### src/rtl/core/sha256_pkg.sv
package sha256_pkg;

	localparam logic [7:0] PAD_MARK = 8'h80;

	localparam logic [31:0] HASH_INIT [8] = '{
		32'h6a09e667, 32'hbb67ae85, 32'h3c6ef372, 32'ha54ff53a,
		32'h510e527f, 32'h9b05688c, 32'h1f83d9ab, 32'h5be0cd19
	};

	localparam logic [31:0] ROUND_K [64] = '{
		32'h428a2f98, 32'h71374491, 32'hb5c0fbcf, 32'he9b5dba5,
		32'h3956c25b, 32'h59f111f1, 32'h923f82a4, 32'hab1c5ed5,
		32'hd807aa98, 32'h12835b01, 32'h243185be, 32'h550c7dc3,
		32'h72be5d74, 32'h80deb1fe, 32'h9bdc06a7, 32'hc19bf174,
		32'he49b69c1, 32'hefbe4786, 32'h0fc19dc6, 32'h240ca1cc,
		32'h2de92c6f, 32'h4a7484aa, 32'h5cb0a9dc, 32'h76f988da,
		32'h983e5152, 32'ha831c66d, 32'hb00327c8, 32'hbf597fc7,
		32'hc6e00bf3, 32'hd5a79147, 32'h06ca6351, 32'h14292967,
		32'h27b70a85, 32'h2e1b2138, 32'h4d2c6dfc, 32'h53380d13,
		32'h650a7354, 32'h766a0abb, 32'h81c2c92e, 32'h92722c85,
		32'ha2bfe8a1, 32'ha81a664b, 32'hc24b8b70, 32'hc76c51a3,
		32'hd192e819, 32'hd6990624, 32'hf40e3585, 32'h106aa070,
		32'h19a4c116, 32'h1e376c08, 32'h2748774c, 32'h34b0bcb5,
		32'h391c0cb3, 32'h4ed8aa4a, 32'h5b9cca4f, 32'h682e6ff3,
		32'h748f82ee, 32'h78a5636f, 32'h84c87814, 32'h8cc70208,
		32'h90befffa, 32'ha4506ceb, 32'hbef9a3f7, 32'hc67178f2
	};

	typedef struct packed {
		logic [31:0] data_word;
		logic [2:0]  byte_count;
		logic        last;
	} in_item_t;

	typedef struct packed {
		logic [31:0] digest_word;
		logic [2:0]  word_index;
		logic        last_word;
	} out_item_t;

	// controller to datapath
	typedef struct packed {
		logic load_item;
		logic absorb;
		logic pad_mark;
		logic pad_zero;
		logic pad_len;
		logic load_wv;
		logic round;
		logic fold;
		logic emit;
	} cmd_t;

	// datapath to controller
	typedef struct packed {
		logic rem_done;
		logic rem_zero;
		logic item_last;
		logic wrap;
		logic blk_end;
		logic at_len;
		logic round_last;
		logic out_busy;
	} sts_t;

	function automatic logic [31:0] big0(input logic [31:0] x);
		return {x[1:0], x[31:2]} ^ {x[12:0], x[31:13]} ^ {x[21:0], x[31:22]};
	endfunction

	function automatic logic [31:0] big1(input logic [31:0] x);
		return {x[5:0], x[31:6]} ^ {x[10:0], x[31:11]} ^ {x[24:0], x[31:25]};
	endfunction

	function automatic logic [31:0] sig0(input logic [31:0] x);
		return {x[6:0], x[31:7]} ^ {x[17:0], x[31:18]} ^ {3'b000, x[31:3]};
	endfunction

	function automatic logic [31:0] sig1(input logic [31:0] x);
		return {x[16:0], x[31:17]} ^ {x[18:0], x[31:19]} ^ {10'b0, x[31:10]};
	endfunction

endpackage

### src/rtl/core/sha256_dp.sv
module sha256_dp (
	input  logic                  clk,
	input  logic                  arst_n,
	input  sha256_pkg::in_item_t  in_item,
	input  sha256_pkg::cmd_t      cmd,
	output sha256_pkg::sts_t      sts,
	output logic                  out_valid,
	input  logic                  out_ready,
	output sha256_pkg::out_item_t out_item
);
	import sha256_pkg::*;

	logic [31:0] cv_q [8];
	logic [31:0] wv_q [8];
	logic [31:0] blk_q [16];
	logic [31:0] out_q [8];
	logic [31:0] hold_q;
	logic [2:0]  rem_q;
	logic        last_q;
	logic [5:0]  fill_q;
	logic [5:0]  rnd_q;
	logic [63:0] bits_q;
	logic [3:0]  out_left_q;
	logic [2:0]  out_idx_q;

	logic [3:0]  wsel;
	logic [1:0]  boff;
	logic [2:0]  room;
	logic [2:0]  take;
	logic [6:0]  fill_sum;
	logic [31:0] hold_sh;
	logic [31:0] merged;
	logic [31:0] marked;
	logic [31:0] cur_word;
	logic [2:0]  rem_after;
	logic [2:0]  cnt_sat;
	logic [31:0] t1;
	logic [31:0] t2;
	logic [31:0] ch;
	logic [31:0] maj;
	logic [31:0] sched_new;
	logic        out_take;

	assign wsel      = fill_q[5:2];
	assign boff      = fill_q[1:0];
	assign room      = 3'd4 - {1'b0, boff};
	assign take      = (rem_q < room) ? rem_q : room;
	assign fill_sum  = {1'b0, fill_q} + {4'b0000, take};
	assign rem_after = rem_q - take;
	assign hold_sh   = hold_q >> {boff, 3'b000};
	assign cur_word  = blk_q[wsel];
	assign cnt_sat   = (in_item.byte_count > 3'd4) ? 3'd4 : in_item.byte_count;
	assign out_take  = out_valid && out_ready;

	// merge the next bytes of the held item into the current block word
	always_comb begin
		logic [2:0] lane;
		logic [2:0] rel;
		merged = cur_word;
		marked = cur_word;
		for (int j = 0; j < 4; j++) begin
			lane = 3'(j);
			rel  = lane - {1'b0, boff};
			if (lane >= {1'b0, boff} && rel < take)
				merged[31 - 8*j -: 8] = hold_sh[31 - 8*j -: 8];
			if (lane == {1'b0, boff})
				marked[31 - 8*j -: 8] = PAD_MARK;
			else if (lane > {1'b0, boff})
				marked[31 - 8*j -: 8] = 8'h00;
		end
	end

	assign ch  = (wv_q[4] & wv_q[5]) ^ (~wv_q[4] & wv_q[6]);
	assign maj = (wv_q[0] & wv_q[1]) ^ (wv_q[0] & wv_q[2]) ^ (wv_q[1] & wv_q[2]);
	assign t1  = wv_q[7] + big1(wv_q[4]) + ch + ROUND_K[rnd_q] + blk_q[0];
	assign t2  = big0(wv_q[0]) + maj;
	assign sched_new = sig1(blk_q[14]) + blk_q[9] + sig0(blk_q[1]) + blk_q[0];

	always_comb begin
		sts            = '0;
		sts.rem_done   = (rem_after == 3'd0);
		sts.rem_zero   = (rem_q == 3'd0);
		sts.item_last  = last_q;
		sts.wrap       = fill_sum[6];
		sts.blk_end    = (wsel == 4'd15);
		sts.at_len     = (wsel == 4'd14);
		sts.round_last = (rnd_q == 6'd63);
		sts.out_busy   = (out_left_q != 4'd0);
	end

	// chaining value
	always_ff @(posedge clk or negedge arst_n) begin
		if (!arst_n) begin
			for (int i = 0; i < 8; i++)
				cv_q[i] <= HASH_INIT[i];
		end else if (cmd.emit) begin
			for (int i = 0; i < 8; i++)
				cv_q[i] <= HASH_INIT[i];
		end else if (cmd.fold) begin
			for (int i = 0; i < 8; i++)
				cv_q[i] <= cv_q[i] + wv_q[i];
		end
	end

	// block buffer, shifted as the message schedule window during rounds
	always_ff @(posedge clk) begin
		if (cmd.absorb) begin
			blk_q[wsel] <= merged;
		end else if (cmd.pad_mark) begin
			blk_q[wsel] <= marked;
		end else if (cmd.pad_zero) begin
			blk_q[wsel] <= '0;
		end else if (cmd.pad_len) begin
			blk_q[14] <= bits_q[63:32];
			blk_q[15] <= bits_q[31:0];
		end else if (cmd.round) begin
			for (int i = 0; i < 15; i++)
				blk_q[i] <= blk_q[i + 1];
			blk_q[15] <= sched_new;
		end
	end

	// working variables a..h
	always_ff @(posedge clk) begin
		if (cmd.load_wv) begin
			for (int i = 0; i < 8; i++)
				wv_q[i] <= cv_q[i];
		end else if (cmd.round) begin
			for (int i = 1; i < 8; i++)
				wv_q[i] <= wv_q[i - 1];
			wv_q[4] <= wv_q[3] + t1;
			wv_q[0] <= t1 + t2;
		end
	end

	always_ff @(posedge clk) begin
		if (cmd.load_item)
			hold_q <= in_item.data_word;
		else if (cmd.absorb)
			hold_q <= hold_q << {take, 3'b000};
	end

	always_ff @(posedge clk or negedge arst_n) begin
		if (!arst_n) begin
			rem_q  <= '0;
			last_q <= 1'b0;
			fill_q <= '0;
			bits_q <= '0;
			rnd_q  <= '0;
		end else begin
			if (cmd.load_item) begin
				rem_q  <= cnt_sat;
				last_q <= in_item.last;
			end else if (cmd.absorb) begin
				rem_q <= rem_after;
			end

			if (cmd.emit) begin
				fill_q <= '0;
				bits_q <= '0;
			end else if (cmd.absorb) begin
				fill_q <= fill_sum[5:0];
				bits_q <= bits_q + {58'b0, take, 3'b000};
			end else if (cmd.pad_mark) begin
				fill_q <= {wsel + 4'd1, 2'b00};
			end else if (cmd.pad_zero) begin
				fill_q <= fill_q + 6'd4;
			end else if (cmd.pad_len) begin
				fill_q <= '0;
			end

			if (cmd.load_wv)
				rnd_q <= '0;
			else if (cmd.round)
				rnd_q <= rnd_q + 6'd1;
		end
	end

	// digest output buffer, drains independently of the core
	always_ff @(posedge clk) begin
		if (cmd.emit) begin
			for (int i = 0; i < 8; i++)
				out_q[i] <= cv_q[i] + wv_q[i];
		end else if (out_take) begin
			for (int i = 0; i < 7; i++)
				out_q[i] <= out_q[i + 1];
		end
	end

	always_ff @(posedge clk or negedge arst_n) begin
		if (!arst_n) begin
			out_left_q <= '0;
			out_idx_q  <= '0;
		end else if (cmd.emit) begin
			out_left_q <= 4'd8;
			out_idx_q  <= '0;
		end else if (out_take) begin
			out_left_q <= out_left_q - 4'd1;
			out_idx_q  <= out_idx_q + 3'd1;
		end
	end

	assign out_valid            = (out_left_q != 4'd0);
	assign out_item.digest_word = out_q[0];
	assign out_item.word_index  = out_idx_q;
	assign out_item.last_word   = (out_idx_q == 3'd7);

	a_emit_empty: assert property (@(posedge clk) disable iff (!arst_n)
		cmd.emit |-> out_left_q == 4'd0)
		else $error("digest loaded over undrained output");

	a_mark_aligns: assert property (@(posedge clk) disable iff (!arst_n)
		cmd.pad_mark |=> fill_q[1:0] == 2'b00)
		else $error("fill position not word aligned after pad mark");

	a_drain_ends: assert property (@(posedge clk) disable iff (!arst_n)
		(out_valid && out_ready && out_item.last_word) |=> !out_valid)
		else $error("output still valid after final digest word");

endmodule

### src/rtl/core/sha256_ctrl.sv
module sha256_ctrl (
	input  logic             clk,
	input  logic             arst_n,
	input  logic             in_valid,
	output logic             in_ready,
	input  sha256_pkg::sts_t sts,
	output sha256_pkg::cmd_t cmd
);
	import sha256_pkg::*;

	typedef enum logic [6:0] {
		S_IDLE     = 7'b0000001,
		S_ABSORB   = 7'b0000010,
		S_ROUND    = 7'b0000100,
		S_FINAL    = 7'b0001000,
		S_PAD_MARK = 7'b0010000,
		S_PAD_ZERO = 7'b0100000,
		S_PAD_LEN  = 7'b1000000
	} state_t;

	state_t state_q, state_d;
	state_t ret_q, ret_d;

	always_comb begin
		state_d  = state_q;
		ret_d    = ret_q;
		cmd      = '0;
		in_ready = 1'b0;
		case (state_q)
			S_IDLE: begin
				in_ready = 1'b1;
				if (in_valid) begin
					cmd.load_item = 1'b1;
					state_d       = S_ABSORB;
				end
			end
			S_ABSORB: begin
				cmd.absorb = 1'b1;
				if (sts.wrap) begin
					cmd.load_wv = 1'b1;
					ret_d       = S_ABSORB;
					state_d     = S_ROUND;
				end else if (sts.rem_done) begin
					if (sts.item_last) begin
						state_d = S_PAD_MARK;
					end else begin
						// item finished in this cycle: take the next one straight away
						in_ready = 1'b1;
						if (in_valid)
							cmd.load_item = 1'b1;
						else
							state_d = S_IDLE;
					end
				end
			end
			S_ROUND: begin
				cmd.round = 1'b1;
				if (sts.round_last)
					state_d = S_FINAL;
			end
			S_FINAL: begin
				if (ret_q == S_PAD_LEN) begin
					if (!sts.out_busy) begin
						cmd.emit = 1'b1;
						state_d  = S_IDLE;
					end
				end else begin
					cmd.fold = 1'b1;
					if (ret_q == S_PAD_ZERO)
						state_d = S_PAD_ZERO;
					else if (!sts.rem_zero)
						state_d = S_ABSORB;
					else if (sts.item_last)
						state_d = S_PAD_MARK;
					else
						state_d = S_IDLE;
				end
			end
			S_PAD_MARK: begin
				cmd.pad_mark = 1'b1;
				if (sts.blk_end) begin
					cmd.load_wv = 1'b1;
					ret_d       = S_PAD_ZERO;
					state_d     = S_ROUND;
				end else begin
					state_d = S_PAD_ZERO;
				end
			end
			S_PAD_ZERO: begin
				if (sts.at_len) begin
					state_d = S_PAD_LEN;
				end else begin
					cmd.pad_zero = 1'b1;
					if (sts.blk_end) begin
						cmd.load_wv = 1'b1;
						ret_d       = S_PAD_ZERO;
						state_d     = S_ROUND;
					end
				end
			end
			S_PAD_LEN: begin
				cmd.pad_len = 1'b1;
				cmd.load_wv = 1'b1;
				ret_d       = S_PAD_LEN;
				state_d     = S_ROUND;
			end
			default: begin
				state_d = S_IDLE;
			end
		endcase
	end

	always_ff @(posedge clk or negedge arst_n) begin
		if (!arst_n) begin
			state_q <= S_IDLE;
			ret_q   <= S_ABSORB;
		end else begin
			state_q <= state_d;
			ret_q   <= ret_d;
		end
	end

	a_accept_state: assert property (@(posedge clk) disable iff (!arst_n)
		(in_valid && in_ready) |-> (state_q == S_IDLE || state_q == S_ABSORB))
		else $error("item accepted while compressing or padding");

	a_round_end: assert property (@(posedge clk) disable iff (!arst_n)
		(state_q == S_ROUND && sts.round_last) |=> state_q == S_FINAL)
		else $error("round sequence did not end in final add");

	a_wv_load_rounds: assert property (@(posedge clk) disable iff (!arst_n)
		cmd.load_wv |=> state_q == S_ROUND)
		else $error("working variables loaded without starting rounds");

endmodule

### src/rtl/core/sha256_hash_unit.sv
// Channel  Direction  Handshake              Payload
// in       input      in_valid / in_ready    in_item  (data_word, byte_count, last)
// out      output     out_valid / out_ready  out_item (digest_word, word_index, last_word)
//
// An item that fills no block is only absorbed; one that completes a 64-byte
// block also waits while the single round unit compresses it.
// A last item adds padding and one or two compressions.
// Reset leaves the initial hash loaded, the bit count and fill position at zero.
// The eight digest words drain from their own buffer; a new message may be taken
// meanwhile, and only its final add waits until the buffer is empty.
module sha256_hash_unit (
	input  logic                  clk,
	input  logic                  arst_n,
	input  logic                  in_valid,
	output logic                  in_ready,
	input  sha256_pkg::in_item_t  in_item,
	output logic                  out_valid,
	input  logic                  out_ready,
	output sha256_pkg::out_item_t out_item
);
	import sha256_pkg::*;

	// command and status between sequencer and datapath
	cmd_t cmd;
	sts_t sts;

	// sequencer: absorb, pad, run rounds, fold or emit
	sha256_ctrl u_ctrl (
		.clk      (clk),
		.arst_n   (arst_n),
		.in_valid (in_valid),
		.in_ready (in_ready),
		.sts      (sts),
		.cmd      (cmd)
	);

	// datapath: block buffer, schedule window, round unit, digest buffer
	sha256_dp u_dp (
		.clk       (clk),
		.arst_n    (arst_n),
		.in_item   (in_item),
		.cmd       (cmd),
		.sts       (sts),
		.out_valid (out_valid),
		.out_ready (out_ready),
		.out_item  (out_item)
	);

endmodule

### config.mk
export PLATFORM = sky130hd
export DESIGN_NAME = sha256_hash_unit
export DESIGN_NICKNAME = d
export VERILOG_FILES = /design/src/rtl/core/sha256_pkg.sv /design/src/rtl/core/sha256_dp.sv /design/src/rtl/core/sha256_ctrl.sv /design/src/rtl/core/sha256_hash_unit.sv
export SDC_FILE = /design/constraint.sdc
export NUM_CORES = 2
export LEC_CHECK = 0
export ABC_CLOCK_PERIOD_IN_PS = 14400
export BUFFER_PORTS_ARGS = -buffer_cell sky130_fd_sc_hd__buf_4
export CORE_UTILIZATION = 65
export DETAILED_ROUTE_END_ITERATION = 10
export PLACE_DENSITY = 0.82
export SLEW_MARGIN = 20
export SYNTH_ARGS = -nofsm -noshare
export SYNTH_HDL_FRONTEND = slang
export SYNTH_SLANG_ARGS = --single-unit
### constraint.sdc
create_clock -name clk -period 14.4 [get_ports clk]
set_input_delay 2.88 -clock clk [delete_from_list [all_inputs] [get_ports clk]]
set_output_delay 2.88 -clock clk [all_outputs]
set_load 0.05 [all_outputs]
== After elaboration in Yosys (flattened, before gate mapping) ==
Memory sizes are Yosys's and may differ from the RTL's.
Index checks and enable logic that the tools add are counted.
Cells by class
  reduce and logical (&&, ||, !) cells: 26
  shift operators: 2
  add/subtract/negate cells: 31
  muxes and demuxes: 134
  $lt $le $gt $ge: 13
  bitwise logic cells: 44
  equal/unequal tests: 32
Operators with widths (number)
  $mux W32: 23
  $add A32 B32 Y32: 18
  $mux W256: 2
  $xor A32 B32 Y32: 9
  $and A32 B32 Y32: 5
  $mux W8: 19
  $mux W64: 2
  $mux W7: 15
  $add A64 B6 Y64: 1
  $pmux W7 S7: 1
  $mux W1: 48
  $mux W6: 8
  $not A32 Y32: 1
  $reduce_or A32 Y1: 1
  $shl A32 B6 Y32: 1
  $shr A32 B5 Y32: 1
  $xor A32 B22 Y32: 1
  $xor A32 B29 Y32: 1
  $pmux W7 S4: 1
  $or A1 B1 Y1: 26
  $mux W3: 6
  $mux W4: 4
  $reduce_and A2 Y1: 8
  $lt A3 B3 Y1: 5
  other kinds (47): 75
Word-level totals
  flip-flop bits (word level): 389
  bits of input ports: 40
  memories kept: 4
  logic and storage cells: 304
  bits in writable memories: 1024
  output and inout port bits: 38
  ROM bits: 2048
Memories
  (name not given): words 64, width 32, rd ports 1, clocked after memory_dff 0, wr ports 0, line sha256_dp.sv:75  | assign t1 = wv_q[7] + big1(wv_q[4]) + ch + ROUND_K[rnd_q] + blk_q[0];
  u_dp.blk_q: words 16, width 32, rd ports 16, clocked after memory_dff 0, wr ports 16, line sha256_dp.sv:15  | logic [31:0] blk_q [16];
  u_dp.out_q: words 8, width 32, rd ports 8, clocked after memory_dff 0, wr ports 8, line sha256_dp.sv:16  | logic [31:0] out_q [8];
  u_dp.wv_q: words 8, width 32, rd ports 8, clocked after memory_dff 0, wr ports 8, line sha256_dp.sv:14  | logic [31:0] wv_q [8];

== Depth between registers and ports, before layout ==
  word-level depth: 11
  mapped depth: 42
  gate-level depth less buffers: 40

== By module ==
A second synthesis with hierarchy kept.
Unflattened totals
  cell total of the unflattened synthesis: 8663
  area total of the unflattened synthesis: 87970.6 um^2
By module, submodules not included
  sha256_dp: seq. area each 40388.7 um^2, times used 1, cells each 8577, area each 87224.9 um^2
  sha256_ctrl: seq. area each 252.7 um^2, times used 1, cells each 86, area each 745.7 um^2

== Worst setup path after synthesis ==
No wires, ideal clock.
  path kind: register -> register
  from: register u_dp.fill_q[1]
  to: memory u_dp.wv_q[0][0] (enable)
  arrival time: 8499 ps
  period minus slack after synthesis: 10454 ps
  path buffers: 4
  stages on the path, launching flop included: 21
  setup time: 1955 ps
  data required time: 12445 ps
  slack: 3946 ps
  path through: dfrtp_1 > clkbuf_1 > inv_1 > ha_1 > inv_1 > ha_1 > a21boi_0 > o21ai_0 > nand2b_1 > mux2_2 > inv_1 > clkbuf_1 > fa_1 > inv_1 > a21oi_1 > or3_1 > nand2_1 > nor2_1 > clkbuf_1 > clkbuf_1 > nand2_1
RTL lines
  start: declaration: line sha256_dp.sv:20  | logic [5:0] fill_q;
  start signal: assignment: line sha256_dp.sv:162  | fill_q <= fill_sum[5:0];
  start signal: assignment: line sha256_dp.sv:165  | fill_q <= {wsel + 4'd1, 2'b00};
  start signal: assignment: line sha256_dp.sv:167  | fill_q <= fill_q + 6'd4;
  end: declaration: line sha256_dp.sv:14

==> results_dict.tcl <==
set metrics [dict create \
    r2r-start "u_dp.rnd_q[0]" \
    cts_tree "yes" \
    status "complete, no violations" \
    finClkSkew_ps 61.0 \
    dr_total_vias 67304 \
    swShare_pct 37.3 \
    synthFlopType "edfxtp_1" \
    grt_pass1_vias 65657 \
    synth_area_mm2 0.0863 \
    synth.avg_cell_area_um2 10.5 \
    yosys.area.top_type "edfxtp_1" \
    synth_common_cells "1229 x nand2_1, 1056 x edfxtp_1, 604 x a21o_1" \
    ir_worst_vdd_mv 0.189 \
    fin_cells 9995 \
    cpMaxStageDelayCell "ha_1" \
    path_max_fanout 32 \
    share_comb_of_total_power_pct 38.3 \
    ys_types 107 \
    die_h_um 366 \
    p_per_area_mw_per_mm2 165 \
    gp_congestion 1.02 \
    fin_ws_ps 4200 \
    place_area_mm2 0.0882 \
    synth_top_area_share_pct 36.7 \
    holdWs_ps 502 \
    setup_tns_ps 0 \
    rsz0062_at_grt "false" \
    p_sw_mw 5.75 \
    clockRootBuffer "clkbuf_16" \
    slew_viol_final 0 \
    required_ps 14930 \
    ctsResizeCount 0 \
    yosysMostFrequentCell "nand2_1" \
    relSlewSlack_pct 20.4 \
    clk_pin_slew_worst_paths_ps 60 \
    core-area_mm2 0.132 \
    post-route-period-util_pct 70.8 \
    htree_levels 4 \
    ioPinCount 78 \
    hold_viol 0 \
    timing.rr.end "u_dp.wv_q[0][30]" \
    rr_worst_depth 30 \
    syn_to_final_growth_pct 8.29 \
    cpPeakStageDelay_ps 770 \
    clk_latency_ps 840 \
    p_seq_share_pct 35.0 \
    fin_nets 8764 \
    endpoint "u_dp.wv_q[0][30]" \
    routedWlPerCell_um 28.0 \
    hp-class "reg -> reg" \
    ant_nets 0 \
    finish.utilization_pct 71.0 \
    fin_crit_ps 10200 \
    dp_hpwl_um 200000 \
    drive_gt1_share_pct 9.58 \
    track_usage_pct 41.5 \
    syn-instance-count 8241 \
    start_kind "register" \
    cts_made_buffers 152 \
    power_mw 15.4 \
    cp_common_cell "fa_1" \
    ys_async_sr_fraction_pct 24.9 \
    post_cts_buffers 0 \
    post-place-cells 9705 \
    worstMarginPinSlew_ps 1190 \
    viasPerCell 6.73 \
    start_util_pct 65.6 \
    arrival_ps 10730 \
    synth_edf_count 1056 \
    synth_area_leaders "edfxtp_1 37%, dfrtp_1 6.1%, ha_1 6.1%" \
    dpl_worst_slack_ps 4380 \
    crit_type "reg -> reg" \
    p_leak_nw 39.7 \
    finalSetupViolCount 0 \
    clock_sinks 1406 \
    drc 0 \
    cts_hold_buf 0 \
    max_freq_mhz 98.0 \
    internal-power_mw 9.68 \
    nFillCells 9522 \
    antenna_found_initial 4 \
    drtIter0Drc 8415 \
    fp.dieArea_mm2 0.134 \
    maxCapViolations 0 \
    cts.path.max_buffers 3 \
    grt_max_degree 171 \
    grt_pass1_wl_um 418000 \
    synth_warnings 0 \
    rows 133 \
    r2r_slack_ps 4200 \
    drtPass1Iterations 6 \
    synth_seq_cells 1406 \
    endpoint_kind "register" \
    clkPwrFrac_pct 26.7 \
    yosysSeqAreaShare_pct 47.1 \
    design_area_mm2 0.0935 \
    wirelength_um 280000 \
    chipWidth_um 366 \
    critPathLaunch "u_dp.rnd_q[0]" \
    gr-total-overflow 0 \
    syn_nets 8901 \
    portBuffers 77 \
]
## state kept, by name, summed over array words and instances, names as in the netlist
| register | cells |
|---|---|
| u_dp.out_q | 256 |
| u_dp.out_left_q | 4 |
| u_dp.out_idx_q | 3 |
| u_ctrl.state_q | 7 |
| u_ctrl.ret_q | 3 |
| u_dp.hold_q | 32 |
| u_dp.wv_q | 256 |
| u_dp.bits_q | 61 |
| u_dp.cv_q | 256 |
| u_dp.last_q | 1 |
| u_dp.rem_q | 3 |
| u_dp.blk_q | 512 |
| u_dp.fill_q | 6 |
| u_dp.rnd_q | 6 |
## cells in the final DEF, fill, tap and decap left out, types with 62 or more instances in the layout
| cell type | count |
|---|---|
| ha_1 | 422 |
| fa_1 | 198 |
| clkbuf_16 | 152 |
| xnor2_1 | 459 |
| a21oi_1 | 466 |
| nand2_1 | 1224 |
| nand2b_1 | 67 |
| mux2_2 | 126 |
| edfxtp_1 | 1056 |
| a21o_1 | 604 |
| a22o_1 | 102 |
| dfrtp_1 | 207 |
| o21ai_0 | 446 |
| nor3_1 | 92 |
| xor2_1 | 174 |
| dfstp_2 | 138 |
| buf_4 | 179 |
| and3_1 | 63 |
| nand3_1 | 124 |
| nor2_1 | 397 |
| inv_1 | 337 |
| nor2b_1 | 62 |
| o21a_1 | 62 |
| o22a_1 | 98 |
## cell families after synthesis
group	after synthesis	synth area share, %
compound gates	2335	18.3
flops	1406	47.1
buf+inv	815	3.71
xor+xnor	635	6.47
fa+ha+maj	642	11.0
mux	163	2.13
simple gates	2245	11.4
## layer usage
metal / track usage [%] / routed length (µm)
met1: 52.7 / 104000
met2: 64.7 / 127000
met3: 8.51 / 26300
met4: 27.6 / 22000
met5: 0 / 13
## cell type report
cell class              instances  area (µm²)  share of cell area, %
multi-input cells            6020       42600                   45.6
clock buffers                 200        4120                   4.41
well taps                    1755        2200                   2.35
inverters                     339        1270                   1.36
clock inverters                86        1150                   1.23
flip-flops and latches       1406       40700                   43.5
diodes                          4        10.0                 0.0107
repair buffers                185        1460                   1.56
## critical path, delay by kind of cell (launching register included)
family                     cells  cell delay, ps
AOI/OAI and AO/OA             13            3880
adders and majority gates      7            3450
and+or+nand+nor                5            1290
buffers and inverters          4             800
DFF                            1             320
xor gates and xnor gates       1             150
## how the worst min path moves through the flow
stage | from | end | slack, ps | depth (start not counted)
2_1_floorplan | u_dp.cv_q[159] | u_dp.cv_q[159] | 470 | 2
3_3_place_gp | u_dp.cv_q[223] | u_dp.cv_q[223] | 480 | 2
3_5_place_dp | u_dp.cv_q[95] | u_dp.cv_q[95] | 500 | 2
4_1_cts | u_dp.cv_q[95] | u_dp.cv_q[95] | 500 | 2
5_1_grt | u_dp.blk_q[10][3] | u_dp.blk_q[9][3] | 520 | 1
6_report | u_dp.blk_q[3][3] | u_dp.blk_q[2][3] | 500 | 1
## power by group through the flow
stage               combinational, mW  clock (mW)  sequential (mW)
floorplan                        4.05           0             5.35
global placement                 5.57           0             5.46
detailed placement               5.72           0             5.46
CTS                              5.79        4.12             5.39
global route                     6.37        4.28             5.41
finish                           5.91        4.12             5.40
(Power assumes the default switching activity.)
